$ cat config.mk
export PLATFORM = sky130hd
export DESIGN_NAME = nru_page_replacement_core
export DESIGN_NICKNAME = d
export VERILOG_FILES = /design/src/hdl/nru_pkg.sv /design/src/hdl/nru_scan.sv /design/src/hdl/nru_page_replacement_core.sv
export SDC_FILE = /design/constraint.sdc
export NUM_CORES = 2
export LEC_CHECK = 0
export ABC_AREA = 1
export BUFFER_PORTS_ARGS = -buffer_cell sky130_fd_sc_hd__buf_2
export CORE_ASPECT_RATIO = 0.7
export CORE_MARGIN = 2
export CORE_UTILIZATION = 40
export CTS_BUF_LIST = sky130_fd_sc_hd__clkbuf_8
export CTS_CLUSTER_DIAMETER = 100
export DETAILED_ROUTE_END_ITERATION = 8
export PLACE_DENSITY_LB_ADDON = 0.05
export SLEW_MARGIN = 20
export SYNTH_ARGS = -nofsm -noshare
export SYNTH_HDL_FRONTEND = slang
export SYNTH_SLANG_ARGS = --single-unit
$ cat constraint.sdc
create_clock -name clock -period 10.55 [get_ports clock]
set_input_delay 1.055 -clock clock [delete_from_list [all_inputs] [get_ports clock]]
set_output_delay 1.055 -clock clock [all_outputs]
set_load 0.03 [all_outputs]
$ cat src/hdl/nru_pkg.sv
// Shared types and constants for the not-recently-used page replacement core.
// No dependencies; imported by every module of the block.
`default_nettype none

package nru_pkg;

   localparam int FRAMES  = 64;
   localparam int VPAGES  = 128;
   localparam int FRAME_W = $clog2(FRAMES);
   localparam int VPAGE_W = $clog2(VPAGES);
   localparam int COUNT_W = $clog2(FRAMES + 1);

   // class = 2*referenced + modified; CLASS_NONE is above every real class
   localparam int          CLASS_W    = 3;
   localparam logic [2:0]  CLASS_NONE = 3'd4;

   typedef struct packed {
      logic               op;
      logic [VPAGE_W-1:0] vpage;
      logic               is_write;
   } req_type;

   typedef struct packed {
      logic               miss;
      logic [FRAME_W-1:0] frame;
      logic               evicted_valid;
      logic [VPAGE_W-1:0] evicted_vpage;
      logic               evicted_dirty;
   } rsp_type;

   localparam logic OP_ACCESS = 1'b0;
   localparam logic OP_TICK   = 1'b1;

   typedef enum logic [2:0] {
      ST_IDLE,
      ST_LOOKUP,
      ST_SCAN,
      ST_OWNER,
      ST_DONE
   } state_type;

   typedef enum logic [1:0] {
      KIND_TICK,
      KIND_HIT,
      KIND_FILL,
      KIND_EVICT
   } kind_type;

endpackage

`default_nettype wire

$ cat src/hdl/nru_scan.sv
// Victim search: one frame class compared per cycle against the running best.
// Depends on nru_pkg.
`default_nettype none

module nru_scan import nru_pkg::*; (
   input  wire logic               clock,
   input  wire logic               reset,
   input  wire logic               start,
   input  wire logic [FRAMES-1:0]  ref_bits,
   input  wire logic [FRAMES-1:0]  dirty_bits,
   output logic                    done,
   output logic [FRAME_W-1:0]      victim
);

   localparam logic [FRAME_W-1:0] LAST_IDX = FRAME_W'(FRAMES - 1);

   logic               busy_ff, busy_in;
   logic               done_ff, done_in;
   logic [FRAME_W-1:0] idx_ff, idx_in;
   logic [FRAME_W-1:0] best_ff, best_in;
   logic [CLASS_W-1:0] best_cls_ff, best_cls_in;
   logic [CLASS_W-1:0] cls;

   assign cls = {1'b0, ref_bits[idx_ff], dirty_bits[idx_ff]};

   always_comb begin
      busy_in     = busy_ff;
      done_in     = 1'b0;
      idx_in      = idx_ff;
      best_in     = best_ff;
      best_cls_in = best_cls_ff;
      if (start) begin
         busy_in     = 1'b1;
         idx_in      = '0;
         best_in     = '0;
         best_cls_in = CLASS_NONE;
      end else if (busy_ff) begin
         // strict compare keeps the lowest index on a tie
         if (cls < best_cls_ff) begin
            best_in     = idx_ff;
            best_cls_in = cls;
         end
         if (idx_ff == LAST_IDX) begin
            busy_in = 1'b0;
            done_in = 1'b1;
         end else begin
            idx_in = idx_ff + 1'b1;
         end
      end
   end

   always_ff @(posedge clock) begin
      if (reset) begin
         busy_ff <= 1'b0;
         done_ff <= 1'b0;
      end else begin
         busy_ff <= busy_in;
         done_ff <= done_in;
      end
      idx_ff      <= idx_in;
      best_ff     <= best_in;
      best_cls_ff <= best_cls_in;
   end

   assign done   = done_ff;
   assign victim = best_ff;

endmodule

`default_nettype wire

$ cat src/hdl/nru_page_replacement_core.sv
// Top level of the not-recently-used page replacement core.
// Depends on nru_pkg and nru_scan.
//
// Usage:
//   req channel (req_valid/req_stall/req) carries one beat per access or
//   clock tick. rsp channel (rsp_valid/rsp_stall/rsp) returns exactly one
//   beat per request, in order.
//   From the accepting edge to the output register, a tick, a hit or a
//   miss that fills a free frame passes the lookup and done states; a miss
//   that must evict also passes the scan and owner states, since the victim
//   search visits one frame per cycle through the shared class comparator.
//   Throughput: one request in flight; req_stall is high from the accepting
//   edge until the result is loaded into the output register. A new request
//   is taken while an earlier result still waits in that register.
//   When the receiver stalls, the finished result holds the sequencer in its
//   final state until the output register frees up.
//   Reset (synchronous) empties every frame, clears referenced and modified
//   bits and drops any pending result; no clearing pass is needed.
`default_nettype none

module nru_page_replacement_core import nru_pkg::*; (
   input  wire logic    clock,
   input  wire logic    reset,
   input  wire logic    req_valid,
   output logic         req_stall,
   input  wire req_type req,
   output logic         rsp_valid,
   input  wire logic    rsp_stall,
   output rsp_type      rsp
);

   state_type state_ff, state_in;
   kind_type  kind_ff, kind_in;

   req_type            req_ff;
   logic [FRAME_W-1:0] target_ff, target_in;
   logic [COUNT_W-1:0] count_ff, count_in;
   logic [FRAMES-1:0]  ref_ff, ref_in;
   logic [FRAMES-1:0]  dirty_ff, dirty_in;
   logic [VPAGES-1:0]  present_ff, present_in;
   logic               rsp_valid_ff, rsp_valid_in;
   rsp_type            rsp_ff, rsp_in;

   // frame -> owning page, page -> frame; contents undefined until written
   logic [VPAGE_W-1:0] owner_mem [FRAMES];
   logic [FRAME_W-1:0] pframe_mem [VPAGES];
   logic [VPAGE_W-1:0] owner_rd_ff;
   logic [FRAME_W-1:0] pframe_rd_ff;

   logic               req_accept;
   logic               fire;
   logic               scan_start;
   logic               scan_done;
   logic [FRAME_W-1:0] scan_victim;
   logic               is_full;
   logic               page_hit;
   logic               load_page;

   assign req_accept = req_valid && !req_stall;
   assign is_full    = (count_ff == COUNT_W'(FRAMES));
   assign page_hit   = present_ff[req_ff.vpage];
   assign load_page  = fire && (kind_ff == KIND_FILL || kind_ff == KIND_EVICT);

   nru_scan u_scan (
      .clock      (clock),
      .reset      (reset),
      .start      (scan_start),
      .ref_bits   (ref_ff),
      .dirty_bits (dirty_ff),
      .done       (scan_done),
      .victim     (scan_victim)
   );

   // Next state
   always_comb begin
      state_in = state_ff;
      unique case (state_ff)
         ST_IDLE:   if (req_accept) state_in = ST_LOOKUP;
         ST_LOOKUP: begin
            if (req_ff.op == OP_ACCESS && !page_hit && is_full) state_in = ST_SCAN;
            else state_in = ST_DONE;
         end
         ST_SCAN:   if (scan_done) state_in = ST_OWNER;
         ST_OWNER:  state_in = ST_DONE;
         ST_DONE:   if (fire) state_in = ST_IDLE;
         default:   state_in = ST_IDLE;
      endcase
   end

   // Sequencer outputs
   always_comb begin
      req_stall  = 1'b1;
      scan_start = 1'b0;
      fire       = 1'b0;
      unique case (state_ff)
         ST_IDLE:   req_stall = reset;
         ST_LOOKUP: scan_start = (req_ff.op == OP_ACCESS) && !page_hit && is_full;
         ST_SCAN:   ;
         ST_OWNER:  ;
         ST_DONE:   fire = !rsp_valid_ff || !rsp_stall;
         default:   ;
      endcase
   end

   // Classify the request and pick the frame it lands in
   always_comb begin
      kind_in   = kind_ff;
      target_in = target_ff;
      if (state_ff == ST_LOOKUP) begin
         if (req_ff.op == OP_TICK) begin
            kind_in   = KIND_TICK;
            target_in = '0;
         end else if (page_hit) begin
            kind_in   = KIND_HIT;
            target_in = pframe_rd_ff;
         end else if (!is_full) begin
            // frames fill in order and are never freed, so the count is the
            // lowest free frame
            kind_in   = KIND_FILL;
            target_in = count_ff[FRAME_W-1:0];
         end else begin
            kind_in = KIND_EVICT;
         end
      end else if (state_ff == ST_SCAN && scan_done) begin
         target_in = scan_victim;
      end
   end

   // Frame and page bookkeeping, applied when the result is loaded
   always_comb begin
      ref_in     = ref_ff;
      dirty_in   = dirty_ff;
      present_in = present_ff;
      count_in   = count_ff;
      if (fire) begin
         case (kind_ff) inside
            KIND_TICK: ref_in = '0;
            KIND_HIT: begin
               ref_in[target_ff] = 1'b1;
               if (req_ff.is_write) dirty_in[target_ff] = 1'b1;
            end
            KIND_FILL, KIND_EVICT: begin
               ref_in[target_ff]   = 1'b1;
               dirty_in[target_ff] = req_ff.is_write;
               if (kind_ff == KIND_EVICT) present_in[owner_rd_ff] = 1'b0;
               else count_in = count_ff + 1'b1;
               present_in[req_ff.vpage] = 1'b1;
            end
            default: ;
         endcase
      end
   end

   // Result beat
   always_comb begin
      rsp_in               = rsp_ff;
      rsp_in.miss          = (kind_ff == KIND_FILL) || (kind_ff == KIND_EVICT);
      rsp_in.frame         = target_ff;
      rsp_in.evicted_valid = (kind_ff == KIND_EVICT);
      rsp_in.evicted_vpage = (kind_ff == KIND_EVICT) ? owner_rd_ff : '0;
      rsp_in.evicted_dirty = (kind_ff == KIND_EVICT) ? dirty_ff[target_ff] : 1'b0;
      if (!fire) rsp_in = rsp_ff;

      rsp_valid_in = rsp_valid_ff;
      if (fire) rsp_valid_in = 1'b1;
      else if (!rsp_stall) rsp_valid_in = 1'b0;
   end

   always_ff @(posedge clock) begin
      if (reset) begin
         state_ff     <= ST_IDLE;
         count_ff     <= '0;
         ref_ff       <= '0;
         dirty_ff     <= '0;
         present_ff   <= '0;
         rsp_valid_ff <= 1'b0;
      end else begin
         state_ff     <= state_in;
         count_ff     <= count_in;
         ref_ff       <= ref_in;
         dirty_ff     <= dirty_in;
         present_ff   <= present_in;
         rsp_valid_ff <= rsp_valid_in;
      end
      kind_ff   <= kind_in;
      target_ff <= target_in;
      rsp_ff    <= rsp_in;
      if (req_accept) req_ff <= req;
   end

   // Page table: read on accept, written when a page is loaded
   always_ff @(posedge clock) begin
      if (req_accept) pframe_rd_ff <= pframe_mem[req.vpage];
      if (load_page) pframe_mem[req_ff.vpage] <= target_ff;
   end

   // Frame owner table: read at the current target every cycle
   always_ff @(posedge clock) begin
      owner_rd_ff <= owner_mem[target_ff];
      if (load_page) owner_mem[target_ff] <= req_ff.vpage;
   end

   assign rsp_valid = rsp_valid_ff;
   assign rsp       = rsp_ff;

endmodule

`default_nettype wire

==> flow_summary.yaml <==
worst_setup_path:
  slowest_delay_ns: 0.69
  path_common_cell: "nand2_1"
  slowest_stage: "o21ai_0"
  start_kind: "register"
  path_max_fanout: 50
  arrival_ns: 5.43
  cp_data_required_time_ns: 11.25
  crit_path_end_kind: "register"
  crit_chain: "buf_4 > inv_2 > buf_4 > nand2_1 > nand2_1 > nand2_1 > nand2_1 > nand2_1 > nand2_1 > nand2_1 > nand2_1 > o21ai_0 > and2_1 > nand2_2 > nor2_4 > nand3_4 > nand2_1 > inv_1"
  criticalPathCategory: "reg2reg"
clock_network:
  clk_pin_slew_ns: 0.06
  clock_latency_ns: 1.02
  cts_resized: 0
  cts_hold_buffers: 0
  root_buffer: "clkbuf_8"
  cts.path.max_buffers: 3
  cts_tree: "done"
  cts_sinks: 1546
  cts-buffers-inserted: 237
  htree_levels: 4
  cts_setup_buffers: 0
cells_and_area:
  regArea_um2: 43500
  final_common_cell: "edfxtp_1"
  n_fill_cell: 14700
  multi_input_area_um2: 16700
  stdcell_area_um2: 69600
  nets: 5754
  final_cell_mix: "edfxtp_1, nand2_1, nor2_1"
  layout-drive-gt1-share_pct: 8.59
  area_delta_synth_final_pct: 10.6
detailed_routing:
  dr.pass1.iters: 5
  drt_iter0_drc: 5429
  vias: 45600
  vias_per_cell: 5.66
  drc: 0
  wl_per_cell_um: 26.6
  routed_wl_um: 214000
  ant_nets: 0
sta:
  worstMarginPinSlew_ns: 1.24
  finClkSkew_ns: 0.0558
  hold_viol: 0
  setup_tns_ns: 0
  slew_headroom_pct: 16.7
  fin_crit_ns: 4.73
  setup_viol_count_final: 0
  finalMaxSlewViolations: 0
  period_share_pct: 44.8
  rsz0062_at_grt: "no"
  fmax_mhz: 212
logic_synthesis:
  synth_compound_area_share_pct: 14.0
  synth_top_family_by_area: "compound AO/OA/AOI/OAI gates"
  synthTopCellsByArea: "edfxtp_1, dfxtp_1, o21ai_0"
  yosysTopAreaCell: "edfxtp_1"
  netlist_instances: 5732
  yosysWarningCount: 0
  synth_top_area_share_pct: 59.9
  synth_area_um2: 62900
  synthAdderAreaFrac_pct: 0.0796
  synthSimpleGateAreaFrac_pct: 12.2
  syn-num-nets: 5749
  synth_mux_area_share_pct: 0
  ys_types: 45
  syn-mean-instance-area_um2: 11.0
  synth-xor-area-share_pct: 0.0557
  synth-seq-cells: 1546
  synth-seq-area-share_pct: 69.2
power:
  cellLeakagePower_uw: 0.0229
  p_switching_uw: 3380
  ir_drop_uv: 133
  seqPwrFrac_pct: 53.2
  p_int_uw: 9210
  pwr-share-comb_pct: 8.4
  power.density_nw_per_um2: 181
  swShare_pct: 26.9
  clkPwrFrac_pct: 38.4
floorplanning:
  core_um2: 156000
  rows: 121
  io_pins: 31
  start_util_pct: 40.4
  die_h_um: 336
  die-area_um2: 160000
  fp.dieW_um: 478
min_path:
  min_path_type: "in2reg"
global_route:
  grt_pass1_vias: 42300
  grt_use_total_pct: 26.2
  antenna_found_initial: 9
  grt_pass1_wl_um: 308000
  grt_overflow: 0
  grt_max_degree: 217
place:
  gp_congestion: 0.854
  io_buffers: 30
  placed_cell_area_um2: 65000
  dpl.hpwl_um: 130000
job:
  maxCapViolations: 0
run_status:
  status: "finished, final reports clean"
synth_stat cells (all sizes together):
cell type / n
inv: 366
nor2: 851
o31ai: 18
o211ai: 33
nand3: 98
or2: 16
ha: 4
clkbuf: 270
nor4: 2
a21oi: 278
a2111oi: 1
o2111ai: 3
nor3: 26
a22oi: 64
and2: 7
nand2: 849
nand4: 67
o2bb2ai: 9
o21a: 2
o221ai: 38
xor2: 4
a221oi: 49
a22o: 24
nor3b: 1
o41ai: 3
o22ai: 219
buf: 81
a221o: 1
a31oi: 56
clkinv: 8
a31o: 1
dfxtp: 291
o21ai: 737
edfxtp: 1255
final timing paths:
kind                    from      endpoint  cells after the start  slack (ns)
setup / recovery   req_ff[1]  target_ff[1]                     18        5.82
hold / removal        req[8]     req_ff[8]                      1        0.31
hold reg to reg   ref_ff[42]    ref_ff[42]                      2        0.46
setup reg to reg   req_ff[1]  target_ff[1]                     18        5.82
flip-flops by register name, summed over array words and instances (netlist names), 2 cells and up:
| register | count |
|---|---|
| state_ff | 3 |
| pframe_rd_ff | 6 |
| present_ff | 128 |
| u_scan.victim | 6 |
| owner_rd_ff | 7 |
| req_ff | 9 |
| u_scan.best_cls_ff | 3 |
| rsp | 16 |
| dirty_ff | 64 |
| kind_ff | 2 |
| pframe_mem | 768 |
| count_ff | 7 |
| target_ff | 6 |
| u_scan.idx_ff | 6 |
| ref_ff | 64 |
| owner_mem | 448 |
worst max-delay path, delay by kind of cell, from the launching register on:
kind                   cells  cell delay (ns)
AOI/OAI and AO/OA          1             0.69
DFF                        1             0.54
and+or+nand+nor           13             1.55
buffers and inverters      4             1.53
power groups by stage:
stage	Sequential (uW)	Combinational [uW]	Clock (uW)
finish	6700	1060	4830
global route	6700	1130	5190
CTS	6700	1050	4920
detailed placement	6830	1050	0
global placement	6830	1050	0
floorplan	6880	524	0
cell families (layout without fill, tap and decap cells):
family / after synthesis / in the layout
simple gates: 1917 / 1917
xor+xnor: 4 / 4
flops: 1546 / 1546
buf+inv: 725 / 939
other cells: 0 / 5
compound gates: 1536 / 1536
fa+ha+maj: 4 / 4
area by class of cell:
| type | instances | area share [%] |
|---|---|---|
| Clock buffer | 247 | 4.89 |
| Inverter | 374 | 2.03 |
| Sequential cell | 1546 | 62.6 |
| Timing Repair Buffer | 117 | 1.24 |
| Multi-Input combinational cell | 3461 | 24.0 |
| Antenna cell | 5 | 0.0180 |
| Clock inverter | 201 | 1.55 |
| Tap cell | 2091 | 3.76 |
metrics by stage:
stage	instances	hold WS, ns	util (%)	total power (uW)	setup slack [ns]
2_1_floorplan	5732	0.431	-	7400	6.65
3_3_place_gp	7588	0.442	41.7	7880	5.55
3_5_place_dp	7589	0.449	41.7	7880	5.57
4_1_cts	8037	0.202	44.6	12700	5.96
5_1_grt	8042	0.233	44.6	13000	5.65
6_report	8042	0.305	44.6	12600	5.82
routing by layer:
metal / vias up / GRT usage, % / routed length (um)
met1: 22700 / 43.8 / 108000
met2: 2076 / 33.4 / 81900
met5: - / 0 / 0
met4: 0 / 5.81 / 3660
li1: 20500 / - / -
met3: 254 / 5.93 / 20400
(Power assumes the default switching activity.)
